==> src/rtl/jsu_pkg.sv <==
// Package for the JSON string unescaper: result kinds, the command that the
// parser front end hands to the output sequencer, and the queue status group.
// No dependencies.
`default_nettype none

package jsu_pkg;

   localparam int JSU_QUEUE_DEPTH = 4;

   localparam logic [1:0] JSU_KIND_DATA  = 2'd0;
   localparam logic [1:0] JSU_KIND_DONE  = 2'd1;
   localparam logic [1:0] JSU_KIND_ERROR = 2'd2;

   // An accepted byte turns into at most one command of one to three results.
   typedef struct packed {
      logic [1:0]      count;
      logic [1:0]      kind;
      logic [2:0][7:0] data;
   } jsu_cmd_type;

   typedef struct packed {
      logic full;
      logic empty;
   } jsu_qstat_type;

endpackage

`default_nettype wire

==> src/rtl/jsu_front.sv <==
// Parser front end: tracks the string state, classifies each accepted byte
// and builds the result command, including UTF-8 encoding of \u escapes.
// Depends on jsu_pkg.
`default_nettype none

module jsu_front
   import jsu_pkg::*;
(
   input  wire logic        clock,
   input  wire logic        reset,
   input  wire logic        accept,
   input  wire logic [7:0]  in_byte,
   input  wire logic        stream_end,
   output logic             cmd_push,
   output jsu_cmd_type      cmd
);

   typedef enum logic [1:0] {
      MODE_IDLE,
      MODE_STR,
      MODE_ESC,
      MODE_HEX
   } mode_type;

   mode_type    mode_ff, mode_in;
   logic [1:0]  hex_cnt_ff, hex_cnt_in;
   logic [11:0] code_ff, code_in;
   jsu_cmd_type cmd_c;

   function automatic logic is_ws(input logic [7:0] b);
      return (b == 8'h20) || (b >= 8'h09 && b <= 8'h0D);
   endfunction

   // Bit 4 set marks a byte that is not a hex digit.
   function automatic logic [4:0] hex_val(input logic [7:0] b);
      logic [4:0] r;
      r = 5'h10;
      if (b >= 8'h30 && b <= 8'h39) r = 5'(b - 8'h30);
      else if (b >= 8'h61 && b <= 8'h66) r = 5'(b - 8'h61 + 8'd10);
      else if (b >= 8'h41 && b <= 8'h46) r = 5'(b - 8'h41 + 8'd10);
      return r;
   endfunction

   logic [4:0]  hex_c;
   logic [15:0] code_full;

   assign hex_c     = hex_val(in_byte);
   assign code_full = {code_ff, hex_c[3:0]};

   always_comb begin
      mode_in    = mode_ff;
      hex_cnt_in = hex_cnt_ff;
      code_in    = code_ff;
      cmd_c      = '{count: 2'd0, kind: JSU_KIND_DATA, data: '0};

      if (mode_ff == MODE_IDLE) begin
         if (!stream_end && !is_ws(in_byte)) begin
            if (in_byte == 8'h22) begin
               mode_in = MODE_STR;
            end else begin
               cmd_c.count = 2'd1;
               cmd_c.kind  = JSU_KIND_ERROR;
            end
         end
      end else if (stream_end) begin
         mode_in     = MODE_IDLE;
         cmd_c.count = 2'd1;
         cmd_c.kind  = JSU_KIND_ERROR;
      end else begin
         case (mode_ff)
            MODE_STR: begin
               if (in_byte == 8'h22) begin
                  mode_in     = MODE_IDLE;
                  cmd_c.count = 2'd1;
                  cmd_c.kind  = JSU_KIND_DONE;
               end else if (in_byte == 8'h5C) begin
                  mode_in = MODE_ESC;
               end else begin
                  cmd_c.count   = 2'd1;
                  cmd_c.data[0] = in_byte;
               end
            end
            MODE_ESC: begin
               mode_in     = MODE_STR;
               cmd_c.count = 2'd1;
               case (in_byte)
                  8'h22, 8'h5C, 8'h2F: cmd_c.data[0] = in_byte;
                  8'h6E: cmd_c.data[0] = 8'h0A;
                  8'h72: cmd_c.data[0] = 8'h0D;
                  8'h74: cmd_c.data[0] = 8'h09;
                  8'h75: begin
                     mode_in     = MODE_HEX;
                     hex_cnt_in  = 2'd0;
                     code_in     = '0;
                     cmd_c.count = 2'd0;
                  end
                  default: begin
                     mode_in    = MODE_IDLE;
                     cmd_c.kind = JSU_KIND_ERROR;
                  end
               endcase
            end
            MODE_HEX: begin
               if (hex_c[4]) begin
                  mode_in     = MODE_IDLE;
                  cmd_c.count = 2'd1;
                  cmd_c.kind  = JSU_KIND_ERROR;
               end else if (hex_cnt_ff != 2'd3) begin
                  code_in    = {code_ff[7:0], hex_c[3:0]};
                  hex_cnt_in = hex_cnt_ff + 2'd1;
               end else begin
                  mode_in = MODE_STR;
                  if (code_full < 16'h0080) begin
                     cmd_c.count   = 2'd1;
                     cmd_c.data[0] = code_full[7:0];
                  end else if (code_full < 16'h0800) begin
                     cmd_c.count   = 2'd2;
                     cmd_c.data[0] = 8'hC0 | {3'b000, code_full[10:6]};
                     cmd_c.data[1] = 8'h80 | {2'b00, code_full[5:0]};
                  end else begin
                     cmd_c.count   = 2'd3;
                     cmd_c.data[0] = 8'hE0 | {4'h0, code_full[15:12]};
                     cmd_c.data[1] = 8'h80 | {2'b00, code_full[11:6]};
                     cmd_c.data[2] = 8'h80 | {2'b00, code_full[5:0]};
                  end
               end
            end
            default: mode_in = MODE_IDLE;
         endcase
      end

      // Leaving the escape sequence, by error or by completion, clears it.
      if (mode_in == MODE_IDLE || mode_in == MODE_STR) begin
         hex_cnt_in = 2'd0;
         code_in    = '0;
      end
   end

   always_ff @(posedge clock) begin
      if (reset) begin
         mode_ff    <= MODE_IDLE;
         hex_cnt_ff <= 2'd0;
         code_ff    <= '0;
      end else if (accept) begin
         mode_ff    <= mode_in;
         hex_cnt_ff <= hex_cnt_in;
         code_ff    <= code_in;
      end
   end

   assign cmd_push = accept && (cmd_c.count != 2'd0);
   assign cmd      = cmd_c;

endmodule

`default_nettype wire

==> src/rtl/jsu_queue.sv <==
// Short command queue between the parser front end and the output sequencer.
// Depends on jsu_pkg.
`default_nettype none

module jsu_queue
   import jsu_pkg::*;
#(
   parameter int DEPTH = JSU_QUEUE_DEPTH
)
(
   input  wire logic         clock,
   input  wire logic         reset,
   input  wire logic         push,
   input  jsu_cmd_type       push_cmd,
   input  wire logic         pop,
   output jsu_cmd_type       head_cmd,
   output jsu_qstat_type     status
);

   localparam int PTR_W = (DEPTH > 1) ? $clog2(DEPTH) : 1;
   localparam int CNT_W = $clog2(DEPTH + 1);

   jsu_cmd_type        slot_ff [DEPTH];
   logic [PTR_W-1:0]   wr_ptr_ff, rd_ptr_ff;
   logic [CNT_W-1:0]   count_ff;
   logic               do_push, do_pop;

   assign status.full  = (count_ff == CNT_W'(DEPTH));
   assign status.empty = (count_ff == '0);
   assign do_push      = push && !status.full;
   assign do_pop       = pop && !status.empty;
   assign head_cmd     = slot_ff[rd_ptr_ff];

   function automatic logic [PTR_W-1:0] next_ptr(input logic [PTR_W-1:0] p);
      return (p == PTR_W'(DEPTH - 1)) ? '0 : p + PTR_W'(1);
   endfunction

   always_ff @(posedge clock) begin
      if (do_push) begin
         slot_ff[wr_ptr_ff] <= push_cmd;
      end
   end

   always_ff @(posedge clock) begin
      if (reset) begin
         wr_ptr_ff <= '0;
         rd_ptr_ff <= '0;
         count_ff  <= '0;
      end else begin
         if (do_push) wr_ptr_ff <= next_ptr(wr_ptr_ff);
         if (do_pop)  rd_ptr_ff <= next_ptr(rd_ptr_ff);
         if (do_push && !do_pop) count_ff <= count_ff + CNT_W'(1);
         else if (do_pop && !do_push) count_ff <= count_ff - CNT_W'(1);
      end
   end

endmodule

`default_nettype wire

==> src/rtl/jsu_back.sv <==
// Output sequencer: walks the bytes of the head command into a registered
// result stage, one result per cycle while it is free. Depends on jsu_pkg.
`default_nettype none

module jsu_back
   import jsu_pkg::*;
(
   input  wire logic        clock,
   input  wire logic        reset,
   input  jsu_cmd_type      head_cmd,
   input  jsu_qstat_type    q_status,
   output logic             q_pop,
   output logic             rsp_empty,
   input  wire logic        rsp_pop,
   output logic [7:0]       rsp_out_byte,
   output logic [1:0]       rsp_kind,
   output logic             rsp_last_of_run
);

   logic [1:0] idx_ff, idx_in;
   logic       valid_ff, valid_in;
   logic [7:0] byte_ff;
   logic [1:0] kind_ff;
   logic       last_ff;
   logic       slot_free, load, is_last;

   // The result stage takes a new entry when empty or when its entry leaves now.
   assign slot_free = !valid_ff || rsp_pop;
   assign load      = slot_free && !q_status.empty;
   assign is_last   = (idx_ff == head_cmd.count - 2'd1);
   assign q_pop     = load && is_last;

   always_comb begin
      idx_in   = idx_ff;
      valid_in = valid_ff;
      if (slot_free) valid_in = 1'b0;
      if (load) begin
         valid_in = 1'b1;
         idx_in   = is_last ? 2'd0 : idx_ff + 2'd1;
      end
   end

   always_ff @(posedge clock) begin
      if (reset) begin
         idx_ff   <= 2'd0;
         valid_ff <= 1'b0;
      end else begin
         idx_ff   <= idx_in;
         valid_ff <= valid_in;
      end
   end

   always_ff @(posedge clock) begin
      if (load) begin
         byte_ff <= head_cmd.data[idx_ff];
         kind_ff <= head_cmd.kind;
         last_ff <= is_last;
      end
   end

   assign rsp_empty       = !valid_ff;
   assign rsp_out_byte    = byte_ff;
   assign rsp_kind        = kind_ff;
   assign rsp_last_of_run = last_ff;

endmodule

`default_nettype wire

==> src/rtl/json_string_unescape_top.sv <==
// JSON string unescaper, top level: parser front end, command queue and
// output sequencer. Input channel: req_push/req_full carrying req_in_byte and
// req_stream_end. Result channel: rsp_empty/rsp_pop carrying rsp_out_byte,
// rsp_kind (0 data, 1 string closed, 2 parse error) and rsp_last_of_run.
// A transaction is accepted on a rising edge with push high and full low, or
// pop high and empty low. Whitespace before the opening quote is skipped.
// The first result of an input byte passes through the command queue and
// then the registered result stage. One input byte is accepted per cycle
// while req_full is low; the sequencer delivers one result per cycle while
// the result stage is free, so a \u escape that encodes to two or three
// UTF-8 bytes holds the output for one result per byte and the command queue
// (QUEUE_DEPTH entries) absorbs the input meanwhile. When the receiver stalls,
// the result stage holds its entry and the queue fills until req_full rises.
// Synchronous reset empties the queue and the result stage and returns the
// parser to waiting for an opening quote.
// Depends on jsu_pkg, jsu_front, jsu_queue and jsu_back.
`default_nettype none

module json_string_unescape_top
   import jsu_pkg::*;
#(
   parameter int QUEUE_DEPTH = JSU_QUEUE_DEPTH
)
(
   input  wire logic        clock,
   input  wire logic        reset,
   input  wire logic        req_push,
   output logic             req_full,
   input  wire logic [7:0]  req_in_byte,
   input  wire logic        req_stream_end,
   output logic             rsp_empty,
   input  wire logic        rsp_pop,
   output logic [7:0]       rsp_out_byte,
   output logic [1:0]       rsp_kind,
   output logic             rsp_last_of_run
);

   logic          accept;
   logic          cmd_push;
   jsu_cmd_type   cmd;
   jsu_cmd_type   head_cmd;
   jsu_qstat_type q_status;
   logic          q_pop;

   assign req_full = q_status.full;
   assign accept   = req_push && !q_status.full;

   jsu_front u_front (
      .clock      (clock),
      .reset      (reset),
      .accept     (accept),
      .in_byte    (req_in_byte),
      .stream_end (req_stream_end),
      .cmd_push   (cmd_push),
      .cmd        (cmd)
   );

   jsu_queue #(
      .DEPTH (QUEUE_DEPTH)
   ) u_queue (
      .clock    (clock),
      .reset    (reset),
      .push     (cmd_push),
      .push_cmd (cmd),
      .pop      (q_pop),
      .head_cmd (head_cmd),
      .status   (q_status)
   );

   jsu_back u_back (
      .clock           (clock),
      .reset           (reset),
      .head_cmd        (head_cmd),
      .q_status        (q_status),
      .q_pop           (q_pop),
      .rsp_empty       (rsp_empty),
      .rsp_pop         (rsp_pop),
      .rsp_out_byte    (rsp_out_byte),
      .rsp_kind        (rsp_kind),
      .rsp_last_of_run (rsp_last_of_run)
   );

   a_reset_empties: assert property (@(posedge clock) reset |=> rsp_empty)
      else $error("result stage not empty after reset");

   a_queue_status: assert property (@(posedge clock) disable iff (reset)
      !(q_status.full && q_status.empty))
      else $error("queue reports full and empty at once");

   a_cmd_nonzero: assert property (@(posedge clock) disable iff (reset)
      cmd_push |-> (cmd.count != 2'd0 && (cmd.kind == JSU_KIND_DATA ||
                    cmd.count == 2'd1)))
      else $error("malformed command pushed");

   a_status_result: assert property (@(posedge clock) disable iff (reset)
      (!rsp_empty && rsp_kind != JSU_KIND_DATA) |->
         (rsp_out_byte == 8'h00 && rsp_last_of_run))
      else $error("status result carries data or is not last");

   a_pop_head_valid: assert property (@(posedge clock) disable iff (reset)
      q_pop |-> !q_status.empty)
      else $error("sequencer popped an empty queue");

endmodule

`default_nettype wire
==> config.mk <==
export PLATFORM = sky130hd
export DESIGN_NAME = json_string_unescape_top
export DESIGN_NICKNAME = d
export VERILOG_FILES = /design/src/rtl/jsu_pkg.sv /design/src/rtl/jsu_front.sv /design/src/rtl/jsu_queue.sv /design/src/rtl/jsu_back.sv /design/src/rtl/json_string_unescape_top.sv
export SDC_FILE = /design/constraint.sdc
export NUM_CORES = 1
export LEC_CHECK = 0
export BUFFER_PORTS_ARGS = -buffer_cell sky130_fd_sc_hd__buf_2
export CAP_MARGIN = 10
export CORE_UTILIZATION = 62
export CTS_CLUSTER_DIAMETER = 50
export CTS_CLUSTER_SIZE = 8
export DETAILED_ROUTE_END_ITERATION = 8
export GPL_TIMING_DRIVEN = 0
export PLACE_DENSITY_LB_ADDON = 0.1
export RECOVER_POWER = 50
export SLEW_MARGIN = 20
export SYNTH_ARGS = -nofsm -noshare
export SYNTH_HDL_FRONTEND = slang
export SYNTH_SLANG_ARGS = --single-unit
export TNS_END_PERCENT = 1
==> constraint.sdc <==
create_clock -name clock -period 4.3 [get_ports clock]
set_input_delay 0.43 -clock clock [delete_from_list [all_inputs] [get_ports clock]]
set_output_delay 0.43 -clock clock [all_outputs]
set_load 0.02 [all_outputs]
==> summary.txt <==
Synthesis
  • Syn_nets: ~500
  • Yosys Warn Count: 0
  • Synth Area in Compound Gates: under 10%
  • Seq/Total Area, Yosys: between 50% and 60%
  • Synth Area in Adders: ~2.3%
  • Ys flop type: edfxtp_1
  • XOR/XNOR share of the synthesized area: less than 1%
  • Seq cells post-synth: around 140
  • Share of the synthesized area in the top cell type: 51.1%
  • Avg Inst Size Synth: between 10 and 15 um^2
  • Main combinational cell family by area after synthesis: simple AND/OR/NAND/NOR gates
  • Synth Cell Area: approximately 6800 um^2
  • Post-synth ARST share: 0%
  • EDFF count, synth: between 100 and 150
  • Simple-gate portion of the synthesized area: 13.0%
  • Synth Instances: between 400 and 500
  • Largest area contributor in the netlist: edfxtp_1
  • Count of cell types in the netlist: 74
  • Post-synthesis mux area share: between 10% and 20%
  • Synth top area cells: edfxtp_1 (51%), mux4_2 (8.7%), dfxtp_1 (8.3%)

Place
  • Pre-CTS setup slack: around 0.65 ns
  • Count of port buffers added during placement: 24
  • GPL Wtd Cong: between 0.9 and 1
  • Post-DP HPWL: between 9 and 10 mm
  • Placed cell areas: slightly above 7000 um^2

Worst setup path
  • WP data required: approximately 4.8 ns
  • Critical Path AT: 4.04 ns
  • Worst r2r dst: u_queue.count_ff[2]
  • Critical Path Start Type: input pin
  • Critical path class: in -> reg
  • Nature of the critical path endpoint: register
  • Max FO, Critical Path: 8
  • R2R Setup Slk: 0.78 ns
  • Worst reg2reg path depth: 11

Routing
  • Post-Route WL: ~15 mm
  • WL/cell: 21.6 um
  • 1st-pass router iterations: 5
  • DRC: 0
  • DRT antenna net count: 0
  • DR vias: 4298
  • Top sig layer: met4
  • Metal-1 WL: about 6 mm
  • DR iter-0 viols: between 300 and 400
  • WL met2: around 7.5 mm
  • Met3 wire len: between 800 and 900 um
  • DR vias/cell: roughly 6.3

Die
  • Initial Utilization: about 65%
  • Die ar.: between 10000 and 15000 um^2
  • Die extent in x: 106 um
  • Height of the die: between 100 and 150 um
  • Cell Rows: 37
  • Core box area: about 10000 um^2
  • IO Count: 26

Global routing
  • Initial antenna violation count: 0
  • Vias in the first global route: 4413
  • GRT Resource Usage Total: roughly 29%
  • Largest net degree at the start of global routing: 27
  • Remaining Overflow, GRT: 0
  • First-pass GRT wire length: approximately 24 mm

Finish
  • N_diodes: 0
  • Reg area: approximately 4000 um^2
  • Post-layout nets: 555
  • Area growth, synth to finish: 10.8%
  • Post-layout util: ~72%
  • Commonest non-fill, non-tap cell in the layout: edfxtp_1
  • Highest-count cells in the layout ignoring fill and taps: edfxtp_1 (115), nand2_1 (33), clkbuf_1 (31)
  • Share of cells above drive strength 1: about 17%
  • Multi-input logic area: about 2400 um^2
  • Filler Cell Count: approximately 700
  • Design area: around 7500 um^2

STA
  • Crit share post-route: a little over four fifths
  • Min Tclk post-route: 3.59 ns
  • Worst rel slew slack: slightly below 40%
  • Fin. Hold Viols: 0
  • Setup TNS: 0 ns
  • Max Slew Vio Count: 0
  • Fmax: around 280 MHz
  • Unrepaired setup endpoints after global routing: false
  • Clock skew: roughly 0.013 ns
  • Final setup viols: 0
  • Tightest Pin Transition: about 0.92 ns
  • PnR worst setup slack: roughly 0.7 ns

Power
  • Peak supply drop: about 0.31 mV
  • Pleak: around 2.5 nW
  • PwrDens: a little under 500 nW/um^2

Worst hold path
  • Hold endpoint: u_back.valid_ff
  • Hold Crit Start: rsp_pop
  • Hold Crit Depth: 4
  • Hold WC Path Type: in -> reg

Clocking
  • Clk_lat worst skew: between 0.5 and 0.6 ns
  • Clock Pin Slew Worst Setup and Hold Paths: around 0.060 ns
  • Post-CTS Setup Inserts: 0
  • CTS tree: done
  • Clock Sinks: between 100 and 150
  • CTS buffer count: 17
  • Hold-fix buffers, CTS: 0
  • Clock root buffer: clkbuf_8
  • CTS-repair resized insts: 0
  • Deepest clock path buffer count: 2
  • CTS H-Tree Depth: 4

Job
  • Max cap viols: 0

Outcome
  • Status: finished clean
[logic make-up after synthesis]
| logic type | Yosys count |
|---|---|
| compound gates | 80 |
| xor+xnor | 4 |
| fa+ha+maj | 12 |
| buf+inv | 46 |
| flops | 143 |
| mux | 54 |
| simple gates | 147 |
[metal layers]
layer  track usage, %  vias to the layer above
li1                 -                     1944
met1             36.3                     2115
met2             48.3                      210
met3             5.70                       29
met4             10.9                        0
met5                0                        -
[registers in the layout, indices dropped and copies added (netlist names), 2 cells and up, named ones only]
register,flops
u_queue.slot_ff,104
u_back.rsp_out_byte,8
u_queue.count_ff,3
u_front.hex_cnt_ff,2
u_back.idx_ff,2
u_front.code_ff,12
u_queue.rd_ptr_ff,2
u_back.rsp_kind,2
u_front.mode_ff,2
u_queue.wr_ptr_ff,2
[worst max-delay path by stage]
stage                               start                     to
CTS                 u_front.hex_cnt_ff[0]    u_queue.count_ff[2]
global route               req_in_byte[0]    u_queue.count_ff[2]
global placement           req_in_byte[0]  u_queue.slot_ff[0][9]
floorplan                  req_in_byte[0]    u_queue.count_ff[2]
finish                     req_in_byte[0]    u_queue.count_ff[2]
detailed placement         req_in_byte[0]    u_queue.count_ff[2]
[cells in the mapped netlist (3+ instances only)]
| cell type | number |
|---|---|
| a21oi_1 | 20 |
| a22oi_1 | 8 |
| a31oi_1 | 3 |
| and2_1 | 7 |
| buf_2 | 5 |
| buf_6 | 4 |
| clkbuf_1 | 9 |
| dfxtp_1 | 28 |
| edfxtp_1 | 115 |
| ha_1 | 11 |
| inv_1 | 22 |
| mux2i_1 | 25 |
| mux4_2 | 26 |
| nand2_1 | 32 |
| nand2b_1 | 25 |
| nand3_1 | 10 |
| nor2_1 | 25 |
| nor2b_1 | 4 |
| nor3_1 | 6 |
| nor3b_1 | 4 |
| o21ai_0 | 14 |
| o21ai_1 | 4 |
| o22ai_1 | 10 |
| o31ai_1 | 3 |
| or3_1 | 3 |
[cell type report]
class	count	share of cell area (%)
Timing Repair Buffer	25	1.40
Buffer	24	1.71
Tap cell	136	2.27
Clock inverter	14	1.60
Clock buffer	18	5.58
Sequential cell	143	53.6
Multi-Input combinational cell	297	32.7
Inverter	22	1.10
[critical path, cell delays in order]
cell	delay [ns]
clkbuf_1	0.13
inv_1	0.18
ha_1	0.18
clkbuf_1	0.32
or3b_1	0.22
nand3_1	0.23
a211o_1	0.37
nand2b_1	0.26
a41oi_4	0.35
ha_1	0.24
inv_1	0.07
fa_1	0.42
xor2_1	0.18
or3_1	0.32
a21oi_1	0.14
[stage by stage]
| stage | total power [mW] | hold slack (ns) | std cells |
|---|---|---|---|
| CTS | 3.76 | 0.177 | 679 |
| floorplan | 2.24 | 0.445 | 486 |
| global route | 3.85 | 0.189 | 679 |
| detailed placement | 2.44 | 0.483 | 647 |
| finish | 3.71 | 0.183 | 679 |
| global placement | 2.40 | 0.454 | 646 |
[report_power, final]
| part | internal [mW] | switching (mW) |
|---|---|---|
| Combinational | 0.281 | 0.423 |
| Clock | 0.764 | 0.558 |
| Sequential | 1.63 | 0.0471 |
| Total | 2.68 | 1.03 |
No activity file was read; power rests on OpenSTA's default activity.
